--- config.mk ---
export PLATFORM = sky130hd
export DESIGN_NAME = running_mean_stddev_minmax_core
export DESIGN_NICKNAME = d
export VERILOG_FILES = /design/src/rtl/rmsd_pkg.sv /design/src/rtl/rmsd_alu.sv /design/src/rtl/running_mean_stddev_minmax_core.sv
export SDC_FILE = /design/constraint.sdc
export NUM_CORES = 2
export LEC_CHECK = 0
export BUFFER_PORTS_ARGS = -buffer_cell sky130_fd_sc_hd__buf_4
export CAP_MARGIN = 10
export CELL_PAD_IN_SITES_DETAIL_PLACEMENT = 0
export CELL_PAD_IN_SITES_GLOBAL_PLACEMENT = 2
export CORE_ASPECT_RATIO = 0.75
export CORE_MARGIN = 1.5
export CORE_UTILIZATION = 41
export DETAILED_ROUTE_END_ITERATION = 16
export PLACE_DENSITY = 0.89
export SYNTH_ARGS = -nofsm -noshare
export SYNTH_HDL_FRONTEND = slang
export SYNTH_SLANG_ARGS = --single-unit
--- constraint.sdc ---
create_clock -name aclk -period 13.4 [get_ports aclk]
set_clock_uncertainty 0.15 [all_clocks]
set_input_delay 1.34 -clock aclk [delete_from_list [all_inputs] [get_ports aclk]]
set_output_delay 1.34 -clock aclk [all_outputs]
set_load 0.01 [all_outputs]
--- src/rtl/rmsd_pkg.sv ---
// Shared types and constants for the running mean / deviation / min-max core.
// Holds the shared adder request and response, and the sequencer state codes.
// No dependencies.
package rmsd_pkg;

    localparam int ALU_W = 65;

    typedef struct packed {
        logic [ALU_W-1:0] a;
        logic [ALU_W-1:0] b;
        logic             sub;
    } alu_req_t;

    typedef struct packed {
        logic [ALU_W-1:0] sum;
        logic             carry;
    } alu_rsp_t;

    typedef enum logic [9:0] {
        ST_IDLE   = 10'b0000000001,
        ST_DELTA  = 10'b0000000010,
        ST_DIV1   = 10'b0000000100,
        ST_MEAN   = 10'b0000001000,
        ST_DELTA2 = 10'b0000010000,
        ST_MUL    = 10'b0000100000,
        ST_ACC    = 10'b0001000000,
        ST_DIV2   = 10'b0010000000,
        ST_SQRT   = 10'b0100000000,
        ST_DONE   = 10'b1000000000
    } state_t;

endpackage

--- src/rtl/rmsd_alu.sv ---
// Shared add/subtract unit of the running statistics core.
// Depends on rmsd_pkg for the request and response types.
module rmsd_alu (
    input  rmsd_pkg::alu_req_t req,
    output rmsd_pkg::alu_rsp_t rsp
);

    localparam int AW = rmsd_pkg::ALU_W;

    logic [AW:0] full_sum;
    logic [AW-1:0] b_in;

    assign b_in     = req.sub ? ~req.b : req.b;
    assign full_sum = {1'b0, req.a} + {1'b0, b_in} + (AW+1)'(req.sub);

    assign rsp.sum   = full_sum[AW-1:0];
    assign rsp.carry = full_sum[AW];

endmodule

--- src/rtl/running_mean_stddev_minmax_core.sv ---
// Running statistics core: top level. Depends on rmsd_pkg and rmsd_alu.
// Sequencer and accumulators around one shared 65-bit add/subtract unit.
//
// Each beat on s_ carries one signed fixed-point sample; s_start_req clears count, mean,
// second moment, minimum and maximum before the sample is taken. One result beat on m_
// follows each sample with count, mean, sample standard deviation, minimum and maximum.
// Every listed arithmetic step uses the single shared adder: a restoring division of
// |delta| by the count (SAMPLE_BITS steps), the mean update, a shift-add multiply
// (SAMPLE_BITS steps), the moment accumulate, a restoring division of m2 by count-1
// (64 steps) and a digit-by-digit square root ((65+FRACTION_BITS)/2 steps). When the
// count is below two, the division of m2 and the square root are skipped and the
// deviation is zero. s_ready is high only between samples; a finished result waits
// in the output register while the next sample is taken.
module running_mean_stddev_minmax_core #(
    parameter int SAMPLE_BITS   = 32,
    parameter int FRACTION_BITS = 16
) (
    input  logic        aclk,
    input  logic        aresetn,
    input  logic        s_valid,
    output logic        s_ready,
    input  logic [31:0] s_sample,
    input  logic        s_start_req,
    output logic        m_valid,
    input  logic        m_ready,
    output logic [31:0] m_sample_count,
    output logic [31:0] m_mean_value,
    output logic [31:0] m_std_deviation,
    output logic [31:0] m_min_value,
    output logic [31:0] m_max_value
);

    localparam int SB   = SAMPLE_BITS;
    localparam int FB   = FRACTION_BITS;
    localparam int AW   = rmsd_pkg::ALU_W;
    localparam int RW   = (64 + FB + 1) / 2;
    localparam int RDW  = 2 * RW;
    localparam int DVW  = 64;
    localparam int REMW = RW + 1;
    localparam int PW   = 2 * SB;
    localparam int IW   = $clog2(DVW + 1);

    localparam logic signed [SB-1:0] MIN_CLEAR = {1'b0, {(SB-1){1'b1}}};
    localparam logic signed [SB-1:0] MAX_CLEAR = {1'b1, {(SB-1){1'b0}}};

    rmsd_pkg::state_t state_reg, state_next;

    logic [31:0]           count_reg, count_next;
    logic signed [SB-1:0]  mean_reg, mean_next;
    logic [63:0]           moment_reg, moment_next;
    logic signed [SB-1:0]  min_reg, min_next;
    logic signed [SB-1:0]  max_reg, max_next;
    logic signed [SB-1:0]  x_reg, x_next;
    logic                  neg_reg, neg_next;
    logic [SB-1:0]         mag_reg, mag_next;
    logic [PW-1:0]         prod_reg, prod_next;
    logic [DVW-1:0]        dvd_reg, dvd_next;
    logic [REMW-1:0]       rem_reg, rem_next;
    logic [RW-1:0]         root_reg, root_next;
    logic [RDW-1:0]        rad_reg, rad_next;
    logic [IW-1:0]         iter_reg, iter_next;
    logic [31:0]           std_reg, std_next;

    logic                  m_valid_reg, m_valid_next;
    logic [31:0]           cnt_out_reg, mean_out_reg, std_out_reg, min_out_reg, max_out_reg;
    logic                  out_load;

    rmsd_pkg::alu_req_t    alu_req;
    rmsd_pkg::alu_rsp_t    alu_rsp;

    logic [SB+31:0]        x_wide;
    logic signed [SB-1:0]  x_in;
    logic [31:0]           count_base;
    logic signed [SB-1:0]  mean_base, min_base, max_base;
    logic [63:0]           moment_base;
    logic [31:0]           divisor;
    logic [REMW-1:0]       div_shift;
    logic [REMW+1:0]       sqrt_shift;
    logic [PW+63:0]        prod_ext;
    logic                  prod_high;
    logic [63:0]           moment_sum;
    logic [RW-1:0]         root_step;
    logic [SB+31:0]        mean_ext, min_ext, max_ext;
    logic                  last_iter;

    rmsd_alu u_alu (
        .req (alu_req),
        .rsp (alu_rsp)
    );

    assign x_wide      = {{SB{1'b0}}, s_sample};
    assign x_in        = x_wide[SB-1:0];
    assign count_base  = s_start_req ? 32'd0 : count_reg;
    assign mean_base   = s_start_req ? '0 : mean_reg;
    assign moment_base = s_start_req ? 64'd0 : moment_reg;
    assign min_base    = s_start_req ? MIN_CLEAR : min_reg;
    assign max_base    = s_start_req ? MAX_CLEAR : max_reg;

    assign divisor     = (state_reg == rmsd_pkg::ST_DIV2) ? (count_reg - 32'd1) : count_reg;
    assign div_shift   = {rem_reg[REMW-2:0], dvd_reg[DVW-1]};
    assign sqrt_shift  = {rem_reg, rad_reg[RDW-1:RDW-2]};
    assign prod_ext    = {64'd0, prod_reg} >> FB;
    assign prod_high   = |prod_ext[PW+63:64];
    assign moment_sum  = alu_rsp.sum[63:0];
    assign root_step   = {root_reg[RW-2:0], alu_rsp.carry};
    assign last_iter   = (iter_reg == IW'(1));

    always_comb begin
        alu_req.a   = '0;
        alu_req.b   = '0;
        alu_req.sub = 1'b0;
        unique case (state_reg)
            rmsd_pkg::ST_DELTA, rmsd_pkg::ST_DELTA2: begin
                alu_req.a   = neg_reg ? AW'(mean_reg) : AW'(x_reg);
                alu_req.b   = neg_reg ? AW'(x_reg) : AW'(mean_reg);
                alu_req.sub = 1'b1;
            end
            rmsd_pkg::ST_DIV1, rmsd_pkg::ST_DIV2: begin
                alu_req.a   = AW'(div_shift);
                alu_req.b   = AW'(divisor);
                alu_req.sub = 1'b1;
            end
            rmsd_pkg::ST_MEAN: begin
                alu_req.a   = AW'(mean_reg);
                alu_req.b   = AW'(dvd_reg[SB-1:0]);
                alu_req.sub = neg_reg;
            end
            rmsd_pkg::ST_MUL: begin
                alu_req.a   = AW'(prod_reg[PW-1:SB]);
                alu_req.b   = prod_reg[0] ? AW'(mag_reg) : '0;
            end
            rmsd_pkg::ST_ACC: begin
                alu_req.a   = AW'(moment_reg);
                alu_req.b   = AW'(prod_ext[63:0]);
            end
            rmsd_pkg::ST_SQRT: begin
                alu_req.a   = AW'(sqrt_shift);
                alu_req.b   = AW'({root_reg, 2'b01});
                alu_req.sub = 1'b1;
            end
            default: begin
                alu_req.a   = '0;
            end
        endcase
    end

    assign out_load = (state_reg == rmsd_pkg::ST_DONE) && (!m_valid_reg || m_ready);

    always_comb begin
        state_next   = state_reg;
        count_next   = count_reg;
        mean_next    = mean_reg;
        moment_next  = moment_reg;
        min_next     = min_reg;
        max_next     = max_reg;
        x_next       = x_reg;
        neg_next     = neg_reg;
        mag_next     = mag_reg;
        prod_next    = prod_reg;
        dvd_next     = dvd_reg;
        rem_next     = rem_reg;
        root_next    = root_reg;
        rad_next     = rad_reg;
        iter_next    = iter_reg;
        std_next     = std_reg;
        m_valid_next = m_valid_reg;

        if (m_valid_reg && m_ready) begin
            m_valid_next = 1'b0;
        end

        unique case (state_reg)
            rmsd_pkg::ST_IDLE: begin
                if (s_valid) begin
                    count_next  = (&count_base) ? count_base : count_base + 32'd1;
                    mean_next   = mean_base;
                    moment_next = moment_base;
                    min_next    = (x_in < min_base) ? x_in : min_base;
                    max_next    = (x_in > max_base) ? x_in : max_base;
                    x_next      = x_in;
                    neg_next    = x_in < mean_base;
                    state_next  = rmsd_pkg::ST_DELTA;
                end
            end
            rmsd_pkg::ST_DELTA: begin
                mag_next   = alu_rsp.sum[SB-1:0];
                dvd_next   = DVW'(alu_rsp.sum[SB-1:0]) << (DVW - SB);
                rem_next   = '0;
                iter_next  = IW'(SB);
                state_next = rmsd_pkg::ST_DIV1;
            end
            rmsd_pkg::ST_DIV1, rmsd_pkg::ST_DIV2: begin
                rem_next  = alu_rsp.carry ? alu_rsp.sum[REMW-1:0] : div_shift;
                dvd_next  = {dvd_reg[DVW-2:0], alu_rsp.carry};
                iter_next = iter_reg - IW'(1);
                if (last_iter) begin
                    if (state_reg == rmsd_pkg::ST_DIV1) begin
                        state_next = rmsd_pkg::ST_MEAN;
                    end else begin
                        rad_next   = RDW'({dvd_reg[DVW-2:0], alu_rsp.carry}) << FB;
                        rem_next   = '0;
                        root_next  = '0;
                        iter_next  = IW'(RW);
                        state_next = rmsd_pkg::ST_SQRT;
                    end
                end
            end
            rmsd_pkg::ST_MEAN: begin
                mean_next  = alu_rsp.sum[SB-1:0];
                state_next = rmsd_pkg::ST_DELTA2;
            end
            rmsd_pkg::ST_DELTA2: begin
                prod_next  = PW'(alu_rsp.sum[SB-1:0]);
                iter_next  = IW'(SB);
                state_next = rmsd_pkg::ST_MUL;
            end
            rmsd_pkg::ST_MUL: begin
                prod_next = {alu_rsp.sum[SB:0], prod_reg[SB-1:1]};
                iter_next = iter_reg - IW'(1);
                if (last_iter) begin
                    state_next = rmsd_pkg::ST_ACC;
                end
            end
            rmsd_pkg::ST_ACC: begin
                moment_next = (prod_high || alu_rsp.sum[64]) ? '1 : moment_sum;
                if (count_reg < 32'd2) begin
                    std_next   = 32'd0;
                    state_next = rmsd_pkg::ST_DONE;
                end else begin
                    dvd_next   = (prod_high || alu_rsp.sum[64]) ? '1 : moment_sum;
                    rem_next   = '0;
                    iter_next  = IW'(DVW);
                    state_next = rmsd_pkg::ST_DIV2;
                end
            end
            rmsd_pkg::ST_SQRT: begin
                rem_next  = alu_rsp.carry ? alu_rsp.sum[REMW-1:0] : sqrt_shift[REMW-1:0];
                root_next = root_step;
                rad_next  = rad_reg << 2;
                iter_next = iter_reg - IW'(1);
                if (last_iter) begin
                    std_next   = ((root_step >> 32) != '0) ? '1 : root_step[31:0];
                    state_next = rmsd_pkg::ST_DONE;
                end
            end
            rmsd_pkg::ST_DONE: begin
                if (out_load) begin
                    m_valid_next = 1'b1;
                    state_next   = rmsd_pkg::ST_IDLE;
                end
            end
            default: begin
                state_next = rmsd_pkg::ST_IDLE;
            end
        endcase
    end

    always_ff @(posedge aclk) begin
        if (!aresetn) begin
            state_reg   <= rmsd_pkg::ST_IDLE;
            count_reg   <= 32'd0;
            mean_reg    <= '0;
            moment_reg  <= 64'd0;
            min_reg     <= MIN_CLEAR;
            max_reg     <= MAX_CLEAR;
            m_valid_reg <= 1'b0;
        end else begin
            state_reg   <= state_next;
            count_reg   <= count_next;
            mean_reg    <= mean_next;
            moment_reg  <= moment_next;
            min_reg     <= min_next;
            max_reg     <= max_next;
            m_valid_reg <= m_valid_next;
        end
    end

    always_ff @(posedge aclk) begin
        x_reg    <= x_next;
        neg_reg  <= neg_next;
        mag_reg  <= mag_next;
        prod_reg <= prod_next;
        dvd_reg  <= dvd_next;
        rem_reg  <= rem_next;
        root_reg <= root_next;
        rad_reg  <= rad_next;
        iter_reg <= iter_next;
        std_reg  <= std_next;
    end

    assign mean_ext = {{32{mean_reg[SB-1]}}, mean_reg};
    assign min_ext  = {{32{min_reg[SB-1]}}, min_reg};
    assign max_ext  = {{32{max_reg[SB-1]}}, max_reg};

    always_ff @(posedge aclk) begin
        if (out_load) begin
            cnt_out_reg  <= count_reg;
            mean_out_reg <= mean_ext[31:0];
            std_out_reg  <= std_reg;
            min_out_reg  <= min_ext[31:0];
            max_out_reg  <= max_ext[31:0];
        end
    end

    assign s_ready         = (state_reg == rmsd_pkg::ST_IDLE);
    assign m_valid         = m_valid_reg;
    assign m_sample_count  = cnt_out_reg;
    assign m_mean_value    = mean_out_reg;
    assign m_std_deviation = std_out_reg;
    assign m_min_value     = min_out_reg;
    assign m_max_value     = max_out_reg;

endmodule

==> qor.yml <==
outcome: "completed"
yosysTopAreaCell: "edfxtp_1"
grt_usage: 0.287
final_cells: 5264
ctsRootBufferMaster: "clkbuf_16"
ys_types: 85
synth_nets: 4072
post-cts-setup-buffers: 0
syn2layout_area_growth_pct: 13.3
post-route-drc-count: 0
setup_violations: 0
start_util: 0.414
crit_slowest_cell: "nor4_1"
synthTopCellsByCount: "652 x nand2_1, 537 x edfxtp_1, 282 x nor2_1, 270 x a21oi_1, 210 x clkbuf_1"
cts_buffers: 77
fin_crit_ns: 8.66
met1_usage: 0.452
die_width_um: 358
overflow: 0
use_met2: 0.383
max_stage_delay_ns: 0.72
finalMaxSlewViolations: 0
gp_congestion: 1.02
tightest_slew_ns: 1.29
synth_area_leaders: "edfxtp_1 42%, dfxtp_1 10%, nand2_1 6.3%"
post-place-cells: 5119
avgViaCountPerCell: 6.01
synth_top_family_by_area: "compound AO/OA/AOI/OAI gates"
synth-compound-area-share: 0.169
r2r_cells: 26
synthCells: 3872
htree_levels: 3
crit_required_ns: 13.63
grt_use_met3: 0.0759
placed_area_um2: 41400
synth_ff_type: "edfxtp_1"
yosys.area_share.simple: 0.169
synth.top_cell.area_share: 0.416
grt_pass1_vias: 28500
worstHoldStart: "std_reg[23]"
fp-row-count: 97
yosysMostFrequentCell: "nand2_1"
synth-seq-cells: 740
insertion_delay_ns: 0.66
postSynthAreaPerCell_um2: 10.0
synthMuxAreaShare: 0.0180
critPathTopFamily: "simple AND/OR/NAND/NOR gates"
grt_busiest_layer: "met1"
ioPinCount: 199
grt_first_pass_wirelength_mm: 205
async_flop_share: 0
crit_start: "state_reg[2]"
postRouteAntennaNets: 0
final_area_um2: 43900
leakage_nw: 16.8
p_per_area_nw_per_um2: 116
core_um2: 93500
critical_path_class: "reg -> reg"
path_max_fanout: 64
cts-resized-gates: 0
synth-xor-area-share: 0.0323
max_slew_margin: 0.133
cp.arrival_ns: 8.89
vias: 31600
r2r-start: "state_reg[2]"
synth_edf_count: 537
wire_per_inst_um: 26.9
hold_viol: 0
dr.pass1.iters: 10
ys_seq_area_frac: 0.521
cp_num_buf_inv: 2
die_area_um2: 96300
grt_max_degree: 153
clk_pin_slew_ns: 0.07
hold_buffers: 0
portBuffers: 198
antenna_found_initial: 3
cts.sinks: 740
cts.path.max_buffers: 3
max_freq_mhz: 115
fin_crit_sh: 0.646
drive_gt1_frac: 0.117
die_y_um: 269
worst_setup_path_end_kind: "flip-flop"
cp_num_cells: 26
min_delay_path_depth: 0
rsz0062_at_grt: "false"
fin_setup_tns_ns: 0
drt_iter0_drc: 4841
syn_area_um2: 38700
ys.warnings.count: 0
synth_adder_area_share: 0.0529
wirelength_mm: 142
layout.nets: 4161
dp_hpwl_mm: 102
cts_tree: "done"
hp-class: "reg -> reg"
ir_drop_mv: 0.0926
cap_violations: 0
cp-start-kind: "flip-flop"
==> cell type report <==
cell class / instances / area (um^2)
Antenna cell: 1 / 2.50
Clock buffer: 102 / 2140
Clock inverter: 42 / 357
Fill cell: 8791 / 49600
Inverter: 114 / 428
Multi-Input combinational cell: 2770 / 17300
Sequential cell: 740 / 20200
Tap cell: 1237 / 1550
Timing Repair Buffer: 258 / 1950
==> path summary, 6_finish.rpt <==
path	to	slack, ns
min	m_std_deviation[23]	0.26
min reg2reg	m_std_deviation[23]	0.26
max	rem_reg[18]	4.74
max reg2reg	rem_reg[18]	4.74
==> routing by layer <==
layer / vias to the layer above / part of all wire
li1: 14300 / -
met1: 15400 / 0.46
met2: 1745 / 0.40
met3: 210 / 0.12
met4: 0 / 0.027
met5: - / 0
==> where the power goes <==
group	leakage (nW)	total [mW]	internal, mW	switching [mW]
Clock	1.22	2.16	1.20	0.961
Combinational	9.09	0.409	0.130	0.279
Sequential	6.51	2.52	2.48	0.0335
==> logic make-up after synthesis <==
logic type / after synthesis
xor+xnor: 143
simple gates: 1424
fa+ha+maj: 163
flops: 740
compound gates: 976
mux: 64
buf+inv: 362
==> cells in the final DEF (no fill, tap or decap), drive strengths merged, types with 43 or more instances in the layout <==
cell type / synthesis / final
a21boi: 47 / 47
a21o: 69 / 69
a21oi: 271 / 271
a222oi: 54 / 54
a22oi: 68 / 68
and2: 43 / 43
and3: 48 / 48
buf: 38 / 258
clkbuf: 210 / 102
dfxtp: 203 / 203
edfxtp: 537 / 537
ha: 162 / 162
inv: 113 / 114
mux2: 45 / 45
nand2: 652 / 652
nand2b: 108 / 108
nand3: 83 / 83
nand4: 47 / 47
nor2: 282 / 282
o21a: 52 / 52
o21ai: 155 / 155
xnor2: 106 / 106
==> through the flow <==
stage                     power (mW)  worst slack (ns)   util  hold WS (ns)
final                           5.08              4.74  0.470         0.258
after global routing            5.22              4.15  0.470         0.271
after CTS                       5.09              4.87  0.470         0.254
after detailed placement        2.96              4.89  0.443         0.255
after global placement          2.96              5.14  0.443         0.254
after floorplan                 2.79              3.29      -         0.250
(Power assumes the default switching activity.)
